--- src/rtl/pbi_pkg.sv ---
// Shared types, fixed-point constants and datapath operation codes for the
// band blackbody intensity block. Used by every module under rtl/.
`default_nettype none

package pbi_pkg;

  // Series and Taylor lengths.
  localparam int SERIES_TERMS = 20;
  localparam int EXP_TAYLOR   = 20;

  // Counter widths follow from the loop lengths.
  localparam int N_W  = $clog2(SERIES_TERMS + 2);
  localparam int I_W  = $clog2(EXP_TAYLOR + 1);
  localparam int NN_W = 2 * N_W;
  localparam int N3_W = 3 * N_W;

  // Field widths.
  localparam int TEMP_W = 16;
  localparam int WN_W   = 20;
  localparam int INT_W  = 40;
  localparam int FRAC_W = 25;
  localparam int K_W    = 8;
  localparam int CFG_IDX_W = 1;

  // Arithmetic unit widths.
  localparam int WORD_W = 64;
  localparam int SH_W   = 7;
  localparam int DCNT_W = $clog2(WORD_W);

  // Configuration register indexes.
  localparam logic [CFG_IDX_W-1:0] REG_BAND_LOW  = 1'b0;
  localparam logic [CFG_IDX_W-1:0] REG_BAND_HIGH = 1'b1;
  localparam logic [WN_W-1:0] BAND_LOW_RST  = 20'd1;
  localparam logic [WN_W-1:0] BAND_HIGH_RST = 20'd1000000;

  // Fixed-point constants.
  localparam logic [WORD_W-1:0] XK_Q32      = 64'((64'd23020432 << 32) / 64'd1000000);
  localparam logic [WORD_W-1:0] X_LIMIT_Q32 = 64'd100 << 32;
  localparam logic [WORD_W-1:0] LN2_Q48     = 64'h0000_B172_17F7_D1CF;
  // 2^64 / ln2_Q48: x (Q32) times this, shifted right by 48, is k or k - 1.
  localparam logic [WORD_W-1:0] LN2_RECIP   = 64'((128'd1 << 64) / {64'd0, LN2_Q48});
  localparam logic [WORD_W-1:0] ONE_Q60     = 64'd1 << 60;
  localparam logic [WORD_W-1:0] EPS_Q60     = 64'd1153;
  localparam logic [WORD_W-1:0] SIX_Q32     = 64'd6 << 32;
  localparam logic [WORD_W-1:0] FRAC_SCALE  = 64'd661380871;
  localparam logic [WORD_W-1:0] SIGMA_PI    = 64'd1300592612;
  localparam logic [WORD_W-1:0] FRAC_ONE    = 64'd1 << 24;
  localparam logic [K_W-1:0]    K_UNDERFLOW = 8'd61;

  // Product shift amounts.
  localparam logic [SH_W-1:0] SH_0  = 7'd0;
  localparam logic [SH_W-1:0] SH_16 = 7'd16;
  localparam logic [SH_W-1:0] SH_32 = 7'd32;
  localparam logic [SH_W-1:0] SH_40 = 7'd40;
  localparam logic [SH_W-1:0] SH_48 = 7'd48;
  localparam logic [SH_W-1:0] SH_52 = 7'd52;
  localparam logic [SH_W-1:0] SH_60 = 7'd60;

  typedef enum logic [4:0] {
    OP_INIT,   // start of an edge: clear sum, load loop counters
    OP_ZERO,   // edge fraction is zero
    OP_NUXK,   // nu * XK
    OP_DIVX,   // x = nu * XK / temperature
    OP_DIVK,   // estimate of k = x / ln2 by reciprocal multiplication
    OP_KREM,   // remainder of x against the estimate of k
    OP_KFIX,   // one correction step for k and the remainder
    OP_HMUL,   // Horner product r * p
    OP_HDIV,   // Horner quotient by i
    OP_E1,     // exp(-x) from exp(-r) and k
    OP_X2,
    OP_X3,
    OP_EN,     // next power of exp(-x)
    OP_PA,     // polynomial, x^2 term
    OP_PB,     // polynomial, x term
    OP_PC,     // polynomial, constant term
    OP_TMUL,   // term product
    OP_TDIV,   // term quotient, accumulate
    OP_FRAC,   // scale series sum into a fraction
    OP_T2,
    OP_T4,
    OP_EPOW,
    OP_INTEN
  } op_t;

  typedef struct packed {
    logic start;
    logic side;   // 0: low wavenumber edge, 1: high wavenumber edge
    op_t  op;
  } cmd_t;

  typedef struct packed {
    logic done;
    logic temp_zero;
    logic x_over;
    logic i_zero;
    logic en_small;
    logic n_over;
    logic out_free;
  } status_t;

endpackage

`default_nettype wire

--- src/rtl/pbi_ctrl.sv ---
// Controller: sequences datapath operations for both band edges and the
// final intensity scaling, one operation at a time. Uses pbi_pkg.
`default_nettype none

module pbi_ctrl import pbi_pkg::*; (
  input  wire logic    clk,
  input  wire logic    rst,
  input  wire logic    start,
  input  wire status_t status,
  output cmd_t         cmd,
  output logic         busy
);

  typedef enum logic [4:0] {
    ST_IDLE, ST_INIT, ST_ZERO, ST_NUXK, ST_DIVX, ST_DIVK, ST_KREM, ST_KFIX,
    ST_HMUL, ST_HDIV, ST_E1, ST_X2, ST_X3, ST_EN, ST_PA, ST_PB, ST_PC,
    ST_TMUL, ST_TDIV, ST_FRAC, ST_T2, ST_T4, ST_EPOW, ST_INTEN
  } state_t;

  state_t state;
  state_t state_next;
  op_t    op_now;
  logic   waiting;
  logic   side;

  always_comb begin
    op_now     = OP_INIT;
    state_next = ST_IDLE;
    unique case (state)
      ST_IDLE:  begin op_now = OP_INIT;  state_next = ST_INIT; end
      ST_INIT:  begin
        op_now     = OP_INIT;
        state_next = status.temp_zero ? ST_ZERO : ST_NUXK;
      end
      ST_ZERO:  begin op_now = OP_ZERO;  state_next = side ? ST_T2 : ST_INIT; end
      ST_NUXK:  begin op_now = OP_NUXK;  state_next = ST_DIVX; end
      ST_DIVX:  begin
        op_now     = OP_DIVX;
        state_next = status.x_over ? ST_ZERO : ST_DIVK;
      end
      ST_DIVK:  begin op_now = OP_DIVK;  state_next = ST_KREM; end
      ST_KREM:  begin op_now = OP_KREM;  state_next = ST_KFIX; end
      ST_KFIX:  begin op_now = OP_KFIX;  state_next = ST_HMUL; end
      ST_HMUL:  begin op_now = OP_HMUL;  state_next = ST_HDIV; end
      ST_HDIV:  begin
        op_now     = OP_HDIV;
        state_next = status.i_zero ? ST_E1 : ST_HMUL;
      end
      ST_E1:    begin op_now = OP_E1;    state_next = ST_X2; end
      ST_X2:    begin op_now = OP_X2;    state_next = ST_X3; end
      ST_X3:    begin op_now = OP_X3;    state_next = ST_EN; end
      ST_EN:    begin
        op_now     = OP_EN;
        state_next = status.en_small ? ST_FRAC : ST_PA;
      end
      ST_PA:    begin op_now = OP_PA;    state_next = ST_PB; end
      ST_PB:    begin op_now = OP_PB;    state_next = ST_PC; end
      ST_PC:    begin op_now = OP_PC;    state_next = ST_TMUL; end
      ST_TMUL:  begin op_now = OP_TMUL;  state_next = ST_TDIV; end
      ST_TDIV:  begin
        op_now     = OP_TDIV;
        state_next = status.n_over ? ST_FRAC : ST_EN;
      end
      ST_FRAC:  begin op_now = OP_FRAC;  state_next = side ? ST_T2 : ST_INIT; end
      ST_T2:    begin op_now = OP_T2;    state_next = ST_T4; end
      ST_T4:    begin op_now = OP_T4;    state_next = ST_EPOW; end
      ST_EPOW:  begin op_now = OP_EPOW;  state_next = ST_INTEN; end
      ST_INTEN: begin op_now = OP_INTEN; state_next = ST_IDLE; end
      default:  begin op_now = OP_INIT;  state_next = ST_IDLE; end
    endcase
  end

  always_ff @(posedge clk) begin
    if (rst) begin
      state     <= ST_IDLE;
      waiting   <= 1'b0;
      side      <= 1'b0;
      busy      <= 1'b0;
      cmd.start <= 1'b0;
      cmd.side  <= 1'b0;
      cmd.op    <= OP_INIT;
    end else begin
      cmd.start <= 1'b0;
      if (state == ST_IDLE) begin
        if (start) begin
          state <= ST_INIT;
          side  <= 1'b0;
          busy  <= 1'b1;
        end
      end else if (!waiting) begin
        // The result register must be empty before the last product lands in it.
        if (state != ST_INTEN || status.out_free) begin
          cmd.start <= 1'b1;
          cmd.op    <= op_now;
          cmd.side  <= side;
          waiting   <= 1'b1;
        end
      end else if (status.done) begin
        waiting <= 1'b0;
        state   <= state_next;
        if (state == ST_FRAC || state == ST_ZERO) begin
          side <= 1'b1;
        end
        if (state == ST_INTEN) begin
          busy <= 1'b0;
        end
      end
    end
  end

endmodule

`default_nettype wire

--- config.mk ---
export PLATFORM = sky130hd
export DESIGN_NAME = pbi_ctrl
export DESIGN_NICKNAME = d
export VERILOG_FILES = /design/src/rtl/pbi_pkg.sv /design/src/rtl/pbi_ctrl.sv
export SDC_FILE = /design/constraint.sdc
export NUM_CORES = 1
export LEC_CHECK = 0
export BUFFER_PORTS_ARGS = -buffer_cell sky130_fd_sc_hd__buf_2
export CAP_MARGIN = 25
export CELL_PAD_IN_SITES_DETAIL_PLACEMENT = 0
export CELL_PAD_IN_SITES_GLOBAL_PLACEMENT = 1
export CORE_MARGIN = 1
export CORE_UTILIZATION = 39
export DETAILED_ROUTE_END_ITERATION = 8
export GPL_ROUTABILITY_DRIVEN = 0
export MAX_ROUTING_LAYER = met4
export PLACE_DENSITY = 0.78
export SYNTH_ARGS = -nofsm -noshare
export SYNTH_HDL_FRONTEND = slang
export SYNTH_SLANG_ARGS = --single-unit
--- constraint.sdc ---
create_clock -name clk -period 5.26 [get_ports clk]
set_clock_uncertainty 0.1 [all_clocks]
set_input_delay 1.052 -clock clk [delete_from_list [all_inputs] [get_ports clk]]
set_output_delay 1.052 -clock clk [all_outputs]
set_load 0.02 [all_outputs]
==> results summary <==
Summed over all nets, the switching power comes to 0.0669 mW. In this run the number of H-tree levels came out at 1. The mean routed wirelength per cell came out at 14.6 um. The transition time at the pin with the least slew margin came out at 707 ps. The share of synthesized area occupied by flip-flops and latches is 31.6%. The half-perimeter wire length after detailed placement came out at 1770 um. Across every metal layer, demand over resource in global routing totals 21.0%. For this run, the number of Yosys warnings is 0. The data arrival time at the worst-slack endpoint came out at 2430 ps. The detailed router finished its first iteration with 68 violations. The global routing met3 resource utilization is 6.55%. The number of global-route vias before repair was 887. The floorplan step defined a core boundary enclosing 0.00225 sq mm. The overall die height came out at 51.3 um. After routing, the total negative slack on setup checks comes to 0 ps. Max-cap violations in this run came to 0.

The number of antenna violations at the first check in global routing is 0. The wire length reported by the detailed router came out at 2460 um. The first detailed-routing pass took 5 iterations.

The number of clock sinks came out at 15. The flow ran to the end, and the final reports show no timing, DRC or antenna violations. The setup path with the least slack is of type flop to flop. The later pin in the worst-skew pair is clocked with a latency of 290 ps.

The number of nets produced by synthesis is 141. For this run the aggregate overflow at the end of global routing stands at 0. Setup repair after global routing left no endpoint under its margin. The first global-routing pass estimated 4020 um of wire. The worst slew margin relative to its limit came out at 52.5%. The count of standard-cell rows is 17. Counting flops with a built-in enable in the synthesized netlist gives 0. The clock network fraction of design power came out at 28.9%. By area the synthesized netlist is led by sky130_fd_sc_hd__dfxtp_1, sky130_fd_sc_hd__a21oi_1, sky130_fd_sc_hd__o21ai_0. The die footprint is 0.00264 sq mm. The worst setup path is launched from a flop. The synthesized area per cell is 7.25 sq um. For this run, the top clock speed supported by timing is 435 MHz. The sequential share of power came out at 54.7%. Summing every instance area after synthesis gives 950 sq um. The ratio of total power to cell area is 217 mW/mm^2. In the routed design, unresolved DRC markers number 0. The share of the core filled with cells came out at 46.4%. The fraction of final layout cells with drive strength greater than 1 is 17.0%.

The endpoint kind of the worst setup timing path is a flop. The final critical path takes up 43.7% of the cycle. The biggest area contributor in the post-synthesis netlist is sky130_fd_sc_hd__dfxtp_1.

The instance area after placement is 0.00102 sq mm. The root buffer cell chosen for the clock tree is sky130_fd_sc_hd__clkbuf_4. The synthesized design devotes to its leading area cell type 31.6% of total area. Buffers placed on the I/O ports in this run total 17.

Once the clock tree was built, the setup fixing pass inserted 0 buffers. The final cell area excluding filler cells is 0.00105 sq mm. The initial cell density of the core is 42.1%.

The number of buffers inserted by hold repair at cts came out at 0. Measured along the x axis, the die boundary spans 51.3 um. The total of cells resized after clock tree synthesis came out at 0.

Setup violations remaining at the end of the flow were counted as 0. The peak supply drop came out at 0.186 mV. The count of nets left with antenna violations once routing finished came out at 0. The number of instances in the synthesized netlist is 131. After the last flow step, the layout net total stands at 152. The clock buffer count from CTS is 3. The number of distinct standard cells referenced by the synthesized netlist came out at 37. Of the total power, the share spent switching nets is 29.5%. After clock tree synthesis, the clock-pin slew on the worst setup and hold paths is 90 ps.

The worst hold path belongs to the class flop to flop. TritonCTS built the clock tree. The met2 track demand over resource in global routing is 32.2%. The maximum number of pins on one net before global-route repair is 23.

The count of inserted antenna diode cells is 0. The maximum net fanout on the critical path is 22. The internal power of the cells came out at 0.160 mW. Using the TritonRoute via totals, the vias-per-cell ratio works out to 6.01. The most heavily used metal layer in global routing is met2. For this design the static power due to leakage is 0.390 nW. The clock period could shrink to 2300 ps. The total number of vias is 1,015. No sink is reached through more buffers than the 2 on the longest clock path. The area added between synthesis and finish is 10.1%.

The number of storage elements in the synthesis netlist came out at 15. In this run, the combinational gates consume 16.4% of the power. The final count of pins violating max slew came to 0.

For this run, asynchronously set or reset flops after synthesis account for 0%. For this run, the leading register cell type out of synthesis is sky130_fd_sc_hd__dfxtp_1. For this run, global-route usage on met1 was measured as 27.4%. In the layout the commonest cells are sky130_fd_sc_hd__buf_2, sky130_fd_sc_hd__dfxtp_1, sky130_fd_sc_hd__a21oi_1.

The hold violation count in the final report is 0. The required time of the critical path came out at 5390 ps. Pin placement for this block handled 18 I/O pins. Leaving out fill and tap cells, the most frequent cell in the layout is sky130_fd_sc_hd__buf_2.
stage by stage:
stage          hold WS, ps  setup WS [ps]  cells  total power [mW]
6_report               354           2960    169             0.227
5_1_grt                389           2810    169             0.242
4_1_cts                362           2970    169             0.229
3_5_place_dp           349           2890    165             0.164
3_3_place_gp           337           2930    165             0.163
2_1_floorplan          353           3100    131             0.151
logic make-up (layout without fill, tap and decap cells):
| group | Yosys count | count (layout) | share of synthesized area, % |
|---|---|---|---|
| AO/OA/AOI/OAI | 48 | 48 | 32.0 |
| AND/OR/NAND/NOR | 49 | 49 | 27.3 |
| XOR/XNOR | 1 | 1 | 0.922 |
| flip-flops | 15 | 15 | 31.6 |
| buffers and inverters | 18 | 28 | 8.17 |
sequential cells by signal, summed over array words and instances, names as in the netlist:
name and flops:
side 1, busy 1, state 5, waiting 1
cmd 7
metal layers:
| metal | routed length, um | part of all wire [%] |
|---|---|---|
| met1 | 1130 | 46 |
| met4 | 9 | 0.37 |
| met3 | 184 | 7.5 |
| met5 | 0 | 0 |
| met2 | 1140 | 46 |
cells in the mapped netlist, types with 4 or more instances:
cell	count
sky130_fd_sc_hd__inv_1	7
sky130_fd_sc_hd__nor2b_1	4
sky130_fd_sc_hd__clkbuf_1	4
sky130_fd_sc_hd__a22o_1	4
sky130_fd_sc_hd__buf_2	5
sky130_fd_sc_hd__nand2_1	12
sky130_fd_sc_hd__a21oi_1	14
sky130_fd_sc_hd__dfxtp_1	15
sky130_fd_sc_hd__o21ai_0	13
sky130_fd_sc_hd__nor2_1	8
sky130_fd_sc_hd__nand2b_1	7
sky130_fd_sc_hd__nor3_1	7
final timing paths:
kind	slack, ps	cells after the start	to	from
setup / recovery	2960	5	cmd[4]$_SDFFE_PP0P_	state[2]$_SDFFE_PP0P_
hold / removal	350	2	cmd[2]$_SDFFE_PP0P_	cmd[2]$_SDFFE_PP0P_
setup reg to reg	2960	5	cmd[4]$_SDFFE_PP0P_	state[2]$_SDFFE_PP0P_
hold reg to reg	350	2	cmd[2]$_SDFFE_PP0P_	cmd[2]$_SDFFE_PP0P_
power groups by stage:
stage | sequential [mW] | combinational, mW | clock [mW]
after floorplan | 0.126 | 0.0255 | 0
after global placement | 0.126 | 0.0366 | 0
after detailed placement | 0.127 | 0.0370 | 0
after CTS | 0.124 | 0.0370 | 0.0675
after global routing | 0.125 | 0.0410 | 0.0762
final | 0.124 | 0.0371 | 0.0655
layout make-up:
class                           count  area [sq um]
Clock buffer                        3          22.5
Fill cell                         251          1210
Inverter                            7          26.3
Tap cell                           28          35.0
Clock inverter                      1          5.00
Timing Repair Buffer               17          85.1
Multi-Input combinational cell     98           572
Sequential cell                    15           300
worst max-delay path, stage by stage (launching register included):
cell                      delay (ps)
sky130_fd_sc_hd__dfxtp_1         750
sky130_fd_sc_hd__or3_4           250
sky130_fd_sc_hd__nor3_2           60
sky130_fd_sc_hd__or3_1           530
sky130_fd_sc_hd__or3_1           410
sky130_fd_sc_hd__a21oi_1         140
No activity file was read; power rests on OpenSTA's default activity.
